<file path="src/sv/ssq_pkg.sv">
// types, codes and constants shared by the sorted sleep/wakeup queue modules
package ssq_pkg;

  localparam int TICK_BITS     = 63;
  localparam int DUR_BITS      = 32;
  localparam int ID_FIELD_BITS = 8;

  // command codes of a request
  localparam logic CMD_TICK  = 1'b0;
  localparam logic CMD_SLEEP = 1'b1;

  // result kinds
  typedef enum logic [1:0] {
    KIND_ACCEPT = 2'd0,
    KIND_FULL   = 2'd1,
    KIND_WOKEN  = 2'd2,
    KIND_NONE   = 2'd3
  } kind_t;

  // one request transfer
  typedef struct packed {
    logic                     command;
    logic [ID_FIELD_BITS-1:0] sleeper_id;
    logic [DUR_BITS-1:0]      sleep_duration;
  } request_t;

  // one result transfer
  typedef struct packed {
    kind_t                    kind;
    logic [ID_FIELD_BITS-1:0] woken_id;
    logic [TICK_BITS-1:0]     current_tick;
    logic                     last;
  } result_t;

  // controller to datapath commands
  typedef struct packed {
    logic accept;
    logic insert;
    logic emit_full;
    logic emit_none;
    logic emit_wake;
  } ssq_cmd_t;

  // datapath to controller status
  typedef struct packed {
    logic full;
    logic head_due;
    logic more_due;
    logic out_free;
  } ssq_status_t;

endpackage

</file>
<file path="src/sv/sorted_sleep_wakeup_queue.sv">
// top level of the sorted sleep/wakeup queue
//
// A request channel (request_valid, request_stall, request_data) takes tick
// and sleep commands; a result channel (result_valid, result_stall,
// result_data) returns results. A transfer happens on a rising edge with
// valid high and stall low.
// A sleep request adds the sleeper at tick_count + duration (saturated),
// behind entries with equal wake times, and gives one accept result, or a
// full result when all QUEUE_DEPTH entries are taken.
// A tick advances the count and gives one woken result per due sleeper,
// front first, last marked, or one plain tick result when nobody is due.
// A request is accepted in the idle state; its results then go one by one
// into the result register, one queue head per cycle for a tick that wakes
// sleepers while the receiver does not stall.
// The sorted entries are a row of registers compared in parallel on insert.
// Reset clears the tick count, the fill count and the result valid flag.
// While the receiver stalls, the result register holds its item and the
// block waits before loading the next result; request_stall stays high
// until the final result of the current request is in the result register.
module sorted_sleep_wakeup_queue #(
  parameter int QUEUE_DEPTH = 16,
  parameter int ID_BITS     = 8
) (
  input  logic              clk,
  input  logic              rst,
  input  logic              request_valid,
  output logic              request_stall,
  input  ssq_pkg::request_t request_data,
  output logic              result_valid,
  input  logic              result_stall,
  output ssq_pkg::result_t  result_data
);

  ssq_pkg::ssq_cmd_t    cmd;
  ssq_pkg::ssq_status_t status;

  // controller
  ssq_ctrl u_ctrl (
    .clk             (clk),
    .rst             (rst),
    .request_valid   (request_valid),
    .request_command (request_data.command),
    .status          (status),
    .cmd             (cmd),
    .request_stall   (request_stall)
  );

  // datapath
  ssq_datapath #(
    .QUEUE_DEPTH (QUEUE_DEPTH),
    .ID_BITS     (ID_BITS)
  ) u_datapath (
    .clk          (clk),
    .rst          (rst),
    .request_data (request_data),
    .cmd          (cmd),
    .status       (status),
    .result_data  (result_data),
    .result_valid (result_valid),
    .result_stall (result_stall)
  );

endmodule

</file>
<file path="src/sv/ssq_ctrl.sv">
// controller state machine of the sorted sleep/wakeup queue
module ssq_ctrl (
  input  logic                 clk,
  input  logic                 rst,
  input  logic                 request_valid,
  input  logic                 request_command,
  input  ssq_pkg::ssq_status_t status,
  output ssq_pkg::ssq_cmd_t    cmd,
  output logic                 request_stall
);

  typedef enum logic [1:0] {
    S_IDLE,
    S_SLEEP,
    S_TICK
  } state_t;

  state_t state;
  state_t state_next;

  // next state and commands
  always_comb begin
    cmd        = '0;
    state_next = state;
    case (state)
      S_IDLE: begin
        if (request_valid) begin
          cmd.accept = 1'b1;
          state_next = (request_command == ssq_pkg::CMD_SLEEP) ? S_SLEEP : S_TICK;
        end
      end
      S_SLEEP: begin
        if (status.out_free) begin
          if (status.full) begin
            cmd.emit_full = 1'b1;
          end else begin
            cmd.insert = 1'b1;
          end
          state_next = S_IDLE;
        end
      end
      S_TICK: begin
        if (status.out_free) begin
          if (status.head_due) begin
            cmd.emit_wake = 1'b1;
            if (!status.more_due) begin
              state_next = S_IDLE;
            end
          end else begin
            cmd.emit_none = 1'b1;
            state_next    = S_IDLE;
          end
        end
      end
      default: begin
        state_next = S_IDLE;
      end
    endcase
  end

  // state and registered stall
  always_ff @(posedge clk) begin
    if (rst) begin
      state         <= S_IDLE;
      request_stall <= 1'b0;
    end else begin
      state         <= state_next;
      request_stall <= (state_next != S_IDLE);
    end
  end

endmodule

</file>
<file path="src/sv/ssq_datapath.sv">
// datapath of the sorted sleep/wakeup queue: tick count, sorted entries, result register
module ssq_datapath #(
  parameter int QUEUE_DEPTH = 16,
  parameter int ID_BITS     = 8
) (
  input  logic                 clk,
  input  logic                 rst,
  input  ssq_pkg::request_t    request_data,
  input  ssq_pkg::ssq_cmd_t    cmd,
  output ssq_pkg::ssq_status_t status,
  output ssq_pkg::result_t     result_data,
  output logic                 result_valid,
  input  logic                 result_stall
);

  localparam int TB        = ssq_pkg::TICK_BITS;
  localparam int IFB       = ssq_pkg::ID_FIELD_BITS;
  localparam int OCC_BITS  = $clog2(QUEUE_DEPTH + 1);
  localparam int KEEP_BITS = (ID_BITS < IFB) ? ID_BITS : IFB;
  localparam logic [OCC_BITS-1:0] OCC_FULL = OCC_BITS'(QUEUE_DEPTH);

  logic [TB-1:0]        tick_count;
  logic [OCC_BITS-1:0]  occupancy;
  logic [TB-1:0]        wake_time [QUEUE_DEPTH];
  logic [KEEP_BITS-1:0] queued_id [QUEUE_DEPTH];
  logic [TB-1:0]        new_wake;
  logic [KEEP_BITS-1:0] new_id;
  logic [TB:0]          wake_sum;
  logic [TB-1:0]        wake_sat;
  logic [QUEUE_DEPTH-1:0] stays;
  logic [IFB-1:0]       new_id_ext;
  logic [IFB-1:0]       head_id_ext;
  logic                 load;
  ssq_pkg::result_t     result_next;

  // saturating wake time from the current count
  assign wake_sum = {1'b0, tick_count} + (TB + 1)'(request_data.sleep_duration);
  assign wake_sat = wake_sum[TB] ? {TB{1'b1}} : wake_sum[TB-1:0];

  // latch the accepted request, advance the count on a tick
  always_ff @(posedge clk) begin
    if (cmd.accept && (request_data.command == ssq_pkg::CMD_SLEEP)) begin
      new_wake <= wake_sat;
      new_id   <= request_data.sleeper_id[KEEP_BITS-1:0];
    end
  end

  always_ff @(posedge clk) begin
    if (rst) begin
      tick_count <= '0;
    end else if (cmd.accept && (request_data.command == ssq_pkg::CMD_TICK)) begin
      tick_count <= tick_count + TB'(1);
    end
  end

  // entries that keep their place on insert (sorted, so a prefix)
  for (genvar g = 0; g < QUEUE_DEPTH; g++) begin : g_cmp
    assign stays[g] = (occupancy > OCC_BITS'(g)) && (wake_time[g] <= new_wake);
  end

  // per-entry insert and pop shifting
  for (genvar g = 0; g < QUEUE_DEPTH; g++) begin : g_entry
    if (g == 0) begin : g_head
      always_ff @(posedge clk) begin
        if (cmd.insert && !stays[0]) begin
          wake_time[0] <= new_wake;
          queued_id[0] <= new_id;
        end else if (cmd.emit_wake) begin
          wake_time[0] <= wake_time[1];
          queued_id[0] <= queued_id[1];
        end
      end
    end else if (g == QUEUE_DEPTH - 1) begin : g_tail
      always_ff @(posedge clk) begin
        if (cmd.insert && !stays[g]) begin
          wake_time[g] <= stays[g-1] ? new_wake : wake_time[g-1];
          queued_id[g] <= stays[g-1] ? new_id : queued_id[g-1];
        end
      end
    end else begin : g_mid
      always_ff @(posedge clk) begin
        if (cmd.insert && !stays[g]) begin
          wake_time[g] <= stays[g-1] ? new_wake : wake_time[g-1];
          queued_id[g] <= stays[g-1] ? new_id : queued_id[g-1];
        end else if (cmd.emit_wake) begin
          wake_time[g] <= wake_time[g+1];
          queued_id[g] <= queued_id[g+1];
        end
      end
    end
  end

  // fill count
  always_ff @(posedge clk) begin
    if (rst) begin
      occupancy <= '0;
    end else if (cmd.insert) begin
      occupancy <= occupancy + OCC_BITS'(1);
    end else if (cmd.emit_wake) begin
      occupancy <= occupancy - OCC_BITS'(1);
    end
  end

  // status toward the controller
  assign status.full     = (occupancy == OCC_FULL);
  assign status.head_due = (occupancy != '0) && (wake_time[0] <= tick_count);
  assign status.more_due = (occupancy > OCC_BITS'(1)) && (wake_time[1] <= tick_count);
  assign status.out_free = !result_valid || !result_stall;

  // zero-extended ids
  always_comb begin
    new_id_ext                   = '0;
    new_id_ext[KEEP_BITS-1:0]    = new_id;
    head_id_ext                  = '0;
    head_id_ext[KEEP_BITS-1:0]   = queued_id[0];
  end

  // result selection
  assign load = cmd.insert || cmd.emit_full || cmd.emit_none || cmd.emit_wake;

  always_comb begin
    result_next.current_tick = tick_count;
    result_next.last         = 1'b1;
    result_next.woken_id     = '0;
    result_next.kind         = ssq_pkg::KIND_NONE;
    if (cmd.insert) begin
      result_next.kind     = ssq_pkg::KIND_ACCEPT;
      result_next.woken_id = new_id_ext;
    end else if (cmd.emit_full) begin
      result_next.kind = ssq_pkg::KIND_FULL;
    end else if (cmd.emit_wake) begin
      result_next.kind     = ssq_pkg::KIND_WOKEN;
      result_next.woken_id = head_id_ext;
      result_next.last     = !status.more_due;
    end
  end

  // output register
  always_ff @(posedge clk) begin
    if (rst) begin
      result_valid <= 1'b0;
    end else if (load) begin
      result_valid <= 1'b1;
    end else if (!result_stall) begin
      result_valid <= 1'b0;
    end
  end

  always_ff @(posedge clk) begin
    if (load) begin
      result_data <= result_next;
    end
  end

`ifndef SYNTHESIS
  a_occ_bound: assert property (@(posedge clk) disable iff (rst)
    occupancy <= OCC_FULL)
    else $error("fill count beyond queue depth");

  a_no_insert_full: assert property (@(posedge clk) disable iff (rst)
    cmd.insert |-> (occupancy != OCC_FULL))
    else $error("insert into a full queue");

  a_pop_nonempty: assert property (@(posedge clk) disable iff (rst)
    cmd.emit_wake |-> (occupancy != '0) && (wake_time[0] <= tick_count))
    else $error("wake of an entry that is not due");

  a_insert_count: assert property (@(posedge clk) disable iff (rst)
    cmd.insert |=> occupancy == OCC_BITS'($past(occupancy) + OCC_BITS'(1)))
    else $error("fill count did not advance on insert");

  a_sorted_head: assert property (@(posedge clk) disable iff (rst)
    (occupancy > OCC_BITS'(1)) |-> (wake_time[0] <= wake_time[1]))
    else $error("queue head out of order");

  a_no_load_blocked: assert property (@(posedge clk) disable iff (rst)
    load |-> (!result_valid || !result_stall))
    else $error("result overwritten while stalled");
`endif

endmodule
</file>
<file path="config.mk">
export PLATFORM = sky130hd
export DESIGN_NAME = sorted_sleep_wakeup_queue
export DESIGN_NICKNAME = d
export VERILOG_FILES = /design/src/sv/ssq_pkg.sv /design/src/sv/sorted_sleep_wakeup_queue.sv /design/src/sv/ssq_ctrl.sv /design/src/sv/ssq_datapath.sv
export SDC_FILE = /design/constraint.sdc
export NUM_CORES = 2
export LEC_CHECK = 0
export ABC_CLOCK_PERIOD_IN_PS = 20100
export BUFFER_PORTS_ARGS = -buffer_cell sky130_fd_sc_hd__buf_4
export CAP_MARGIN = 0
export CELL_PAD_IN_SITES_DETAIL_PLACEMENT = 0
export CELL_PAD_IN_SITES_GLOBAL_PLACEMENT = 1
export CORE_MARGIN = 3
export CORE_UTILIZATION = 30
export DETAILED_ROUTE_END_ITERATION = 6
export PLACE_DENSITY_LB_ADDON = 0.1
export SETUP_SLACK_MARGIN = 0.4
export SLEW_MARGIN = 0
export SYNTH_ARGS = -nofsm -noshare
export SYNTH_HDL_FRONTEND = slang
export SYNTH_HIERARCHICAL = 1
export SYNTH_SLANG_ARGS = --single-unit
</file>
<file path="constraint.sdc">
create_clock -name clk -period 20.1 [get_ports clk]
set_input_delay 2.01 -clock clk [delete_from_list [all_inputs] [get_ports clk]]
set_output_delay 2.01 -clock clk [all_outputs]
set_load 0.1 [all_outputs]
</file>
Word level (Yosys, flattened, before mapping)
Memories as Yosys holds them, arrays and structs flattened.
Index checks and enable logic that the tools add are counted.
{"block": "totals", "output_inout_bits": 76, "elab_cells": 301, "in_bits": 45, "regBits": 217, "n_memories": 2, "mem_bits_rw": 1136}
{"name": "u_datapath.wake_time", "words": 16, "word_bits": 63, "rd": 16, "rd_clocked_by_memory_dff": 0, "wr": 16, "line_no": "ssq_datapath.sv:24", "rtl": "logic [TB-1:0] wake_time [QUEUE_DEPTH];"}
{"name": "u_datapath.queued_id", "words": 16, "word_bits": 8, "rd": 16, "rd_clocked_by_memory_dff": 0, "wr": 16, "line_no": "ssq_datapath.sv:25", "rtl": "logic [KEEP_BITS-1:0] queued_id [QUEUE_DEPTH];"}
{"block": "classes", "bitwise_logic": 32, "magnitude_cmp": 34, "add_sub_neg": 4, "n_eq_ne": 4, "reduce_logical": 65, "mux": 148}
{"operator": "two-way mux 63 bit", "count": 30}
{"operator": "<= comparator 63 bit", "count": 18}
{"operator": "two-way mux 8 bit", "count": 32}
{"operator": "two-way mux 1 bit", "count": 72}
{"operator": "adder 63 x 32 -> 64 bit", "count": 1}
{"operator": "adder 63 x 1 -> 63 bit (second input constant)", "count": 1}
{"operator": "> comparator 5 x 4 -> 1 bit (second input constant)", "count": 8}
{"operator": "logical AND 1 bit", "count": 36}
{"operator": "bitwise OR 1 bit", "count": 30}
{"operator": "> comparator 5 x 3 -> 1 bit (second input constant)", "count": 4}
{"operator": "two-way mux 2 bit", "count": 10}
{"operator": "logical NOT 1 bit", "count": 19}
{"operator": "> comparator 5 x 1 -> 1 bit (second input constant)", "count": 2}
{"operator": "> comparator 5 x 2 -> 1 bit (second input constant)", "count": 2}
{"operator": "two-way mux 5 bit", "count": 2}
{"operator": "two-way mux 9 bit", "count": 1}
{"operator": "case mux 2 bit (3 select lines)", "count": 1}
{"operator": "adder 5 x 1 -> 5 bit (second input constant)", "count": 1}
{"operator": "equality test 5 bit (second input constant)", "count": 1}
{"operator": "nonzero test 5 bit", "count": 1}
{"operator": "subtractor 5 x 1 -> 5 bit (second input constant)", "count": 1}
{"operator": "logical OR 1 bit", "count": 4}
{"operator": "nonzero test 2 bit", "count": 2}
{"operator": "OR reduction 3 bit", "count": 1}
{"operator": "6 further kinds", "count": 7}

Logic depth before layout (Yosys ltp)
An unclocked memory read counts as a cell.
{"block": "depth", "ltp_word": 10, "mapped_depth": 22, "ltp_nobuf": 17}

Cells and area by module
The synthesis kept the hierarchy.
{"module": "ssq_datapath", "instances": 1, "seq_area_each_um2": 39848.2, "cells_each": 8666, "area_each_um2": 92239.7}
{"module": "ssq_ctrl", "instances": 1, "seq_area_each_um2": 60.1, "cells_each": 20, "area_each_um2": 161.4}

Worst setup path before layout
No wires, ideal clock.
{"block": "synth_timing", "path_kind": "input to register", "startpoint": "in result_stall", "endpoint": "mem u_datapath/queued_id[0][48] in the netlist's numbering, enable pin", "stages": 7, "arrival_ns": 8.075, "setup_slack_ns": 11.427, "n_path_buf": 2, "setup_ns": 0.598, "required_time_ns": 19.502, "cell_sequence": "nand2_1 > nand2_1 > nor3_1 > clkbuf_1 > buf_1 > o21ai_0 > o21ai_0"}
{"item": "start: declaration", "line_no": "sorted_sleep_wakeup_queue.sv:30", "rtl": "input logic result_stall,"}
{"item": "end: declaration", "line_no": "ssq_datapath.sv:25"}

==> flow_metrics.env <==
export IMPL_status="finished clean"
export IMPL_antenna_found_initial=20
export IMPL_port_buffers=120
export IMPL_async_flop_share_pct=0
export IMPL_final_period_utilization_pct=36.1
export IMPL_final_cell_mix="edfxtp_1 (1281), ha_1 (1173), nand2_1 (881)"
export IMPL_cts_buffer_depth=4
export IMPL_final_setup_tns_ns=0
export IMPL_cts_buffers=184
export IMPL_leakage_nw=41.8
export IMPL_synth_area_mux_share_pct=14.3
export IMPL_synth_main_ff_cell="edfxtp_1"
export IMPL_rows=203
export IMPL_postRouteAntennaNets=0
export IMPL_power_density_nw_per_um2=71.7
export IMPL_drtIter0Drc=5109
export IMPL_drv_slew=0
export IMPL_synth_compound_area_share_pct=12.3
export IMPL_firstDrtPassIters=6
export IMPL_startpoint_type="flip-flop"
export IMPL_vias=71000
export IMPL_h_tree_depth=4
export IMPL_top_layer="met4"
export IMPL_seq_area_um2=39900
export IMPL_synth_xor_area_share_pct=0.967
export IMPL_final_hold_viol_count=0
export IMPL_cts_tree="built"
export IMPL_slowest_delay_ns=0.81
export IMPL_core_um2=306000
export IMPL_routed_wl_mm=382
export IMPL_fin_skew_ns=0.0666
export IMPL_areaGrowthSynthToFinish_pct=13.5
export IMPL_vdd_drop_max_v=0.0000630
export IMPL_synthAdderAreaFrac_pct=15.9
export IMPL_cts_repair_resized=0
export IMPL_worst_pin_slew_ns=1.41
export IMPL_crit_buf_inv=5
export IMPL_ys_seq_area_share_pct=43.2
export IMPL_setup_viol=0
export IMPL_period_minus_slack_ns=7.25
export IMPL_maxCapViolCount=0
export IMPL_num_io_pins=121
export IMPL_met2_length_mm=182
export IMPL_hpwlAfterDp_mm=284
export IMPL_die_w_um=561
export IMPL_grt_pass1_wl_mm=539
export IMPL_layout_drive_gt1_share_pct=15.1
export IMPL_drt_vias_per_instance=5.44
export IMPL_yosys_warnings=6
export IMPL_hold_depth=0
export IMPL_wl_per_cell_um=29.3
export IMPL_timing_hold_ws_ns=0.489
export IMPL_crit_chain="inv_1 -> ha_1 -> a21o_1 -> a21o_1 -> a21o_1 -> a211oi_1 -> o21ai_0 -> a21oi_1 -> nand2_1 -> a21oi_1 -> nand2b_1 -> and3_1 -> inv_2 -> buf_4 -> a21oi_4 -> buf_4 -> buf_4 -> o21ai_0"
export IMPL_postCtsSetupBuffers=0
export IMPL_drc=0
export IMPL_crit_fanout=70
export IMPL_die_area_um2=315000
export IMPL_hold_class="reg2reg"
export IMPL_die_y_um=561
export IMPL_nNetsFinal=10000
export IMPL_fmax_mhz=138
export IMPL_gp_congestion=0.867
export IMPL_synth_edf_count=1281
export IMPL_grt_overflow_total=0
export IMPL_rr_worst_depth=18
export IMPL_syn_instance_count=8686
export IMPL_synth_avg_cell_area_um2=10.6
export IMPL_fillers=31100
export IMPL_worst_setup_path_end_kind="flip-flop"
export IMPL_cts_num_sinks=1353
export IMPL_wl_met1_mm=170
export IMPL_start_util_pct=30.2
export IMPL_synth_top_family_by_area="adder cells"
export IMPL_max_slew_margin_rel_pct=5.83
export IMPL_met3_wirelength_mm=15.4
export IMPL_track_usage_pct=23.5
export IMPL_power_w=0.00752
export IMPL_final_common_cell="edfxtp_1"
export IMPL_clock_latency_ns=0.90
export IMPL_root_buffer="clkbuf_16"
export IMPL_crit_cells=18
export IMPL_multi_input_area_um2=50600
export IMPL_grt_max_degree=135
export IMPL_critPathSlowestCell="a21oi_4"
export IMPL_grt_pass1_vias=71200
export IMPL_syn_nets=9905
export IMPL_syn_area_um2=92400
export IMPL_critPathRequiredTime_ns=20.68
export IMPL_grt_setup_unrepaired="no"
export IMPL_postCtsHoldBufs=0
export IMPL_synth_simple_gate_area_share_pct=10.6
export IMPL_synth_distinct_cells=79
export IMPL_synth_seq_cells=1353
export IMPL_worst_setup_path_type="reg2reg"
export IMPL_path_clk_slew_ns=0.06
export IMPL_path_delay_family="compound AO/OA/AOI/OAI gates"
export IMPL_crit_arrival_ns=7.83
per-stage QoR:
step / utilization, % / instances / instance area [um^2] / setup WS (ns)
global placement: 32.3 / 12700 / 99100 / 11.45
detailed placement: 32.4 / 12700 / 99100 / 12.72
finish: 34.3 / 13000 / 105000 / 12.85
global route: 34.2 / 13000 / 105000 / 12.40
floorplan: - / 8686 / 92400 / 11.43
CTS: 34.2 / 13000 / 105000 / 12.71
worst paths after layout:
kind,startpoint,endpoint,slack [ns]
setup reg to reg,u_datapath/tick_count[32]$_SDFFE_PP0P_,u_datapath/wake_time[1][349]$_DFFE_PP_,12.85
hold / removal,u_datapath/tick_count[23]$_SDFFE_PP0P_,u_datapath/result_data[24]$_DFFE_PP_,0.49
setup / recovery,u_datapath/tick_count[32]$_SDFFE_PP0P_,u_datapath/wake_time[1][349]$_DFFE_PP_,12.85
hold reg to reg,u_datapath/tick_count[23]$_SDFFE_PP0P_,u_datapath/result_data[24]$_DFFE_PP_,0.49
cells by family (layout without fill, tap and decap cells):
kind of cell	Yosys count	in the layout
flip-flops	1353	1353
adder cells (fa/ha/maj)	1174	1174
AND/OR/NAND/NOR	2167	2167
multiplexers	1236	1236
XOR/XNOR	102	102
other	0	6
buffers and inverters	642	899
AO/OA/AOI/OAI	2012	2012
metal layers:
metal | GRT usage (%) | up-vias
met5 | 0 | -
met4 | 7.90 | 0
met3 | 2.62 | 456
met2 | 39.9 | 1539
met1 | 31.0 | 35900
li1 | - | 33100
layout make-up:
type,count,area share (%)
clock inverter,112,0.912
multi-input combinational,6691,48.2
timing repair buffer,368,2.66
antenna,6,0.0143
tap,4100,4.89
clock buffer,226,4.58
sequential,1353,38.0
inverter,193,0.690
worst register-to-register path, cell delays in order, from the launching register on:
cell and delay, ns:
dfxtp_1 0.62, inv_1 0.37, ha_1 0.41, a21o_1 0.19, a21o_1 0.18, a21o_1 0.18
a211oi_1 0.22, o21ai_0 0.39, a21oi_1 0.25, nand2_1 0.30, a21oi_1 0.22, nand2b_1 0.16
and3_1 0.49, inv_2 0.04, buf_4 0.36, a21oi_4 0.85, buf_4 0.58, buf_4 0.80
o21ai_0 0.33
cell usage after synthesis, types with 17 or more instances:
cell type	count	area, um^2
edfxtp_1	1281	38500
ha_1	1173	14700
nand2_1	893	3350
a21oi_1	786	3930
o21ai_0	758	3790
mux2_2	639	7200
mux2i_1	594	5950
nor2_1	560	2100
clkbuf_1	312	1170
nand4_1	250	1560
inv_1	192	721
a21o_1	189	1420
nand3_1	144	721
buf_2	106	531
nor3_1	92	460
xnor2_1	90	788
dfxtp_1	72	1440
a211oi_1	67	503
nor4_1	41	257
nor2b_1	38	238
and4_1	31	272
buf_1	31	116
a221oi_1	29	254
or3_1	29	181
o211ai_1	26	195
nand2b_1	19	119
o21a_1	17	128
flip-flops by register name, indices dropped and copies added (netlist names):
register	cells
u_datapath/new_id	8
u_datapath/new_wake	63
u_datapath/queued_id	128
u_ctrl/state	2
u_datapath/result_valid	1
u_datapath/wake_time	1008
u_datapath/occupancy	5
u_datapath/tick_count	63
u_datapath/result_data	74
u_ctrl/request_stall	1
report_power, final:
group          internal (W)  switching (W)
clock network       0.00187        0.00140
logic              0.000333       0.000599
registers           0.00322      0.0000975
total               0.00542        0.00210
(Power assumes the default switching activity.)
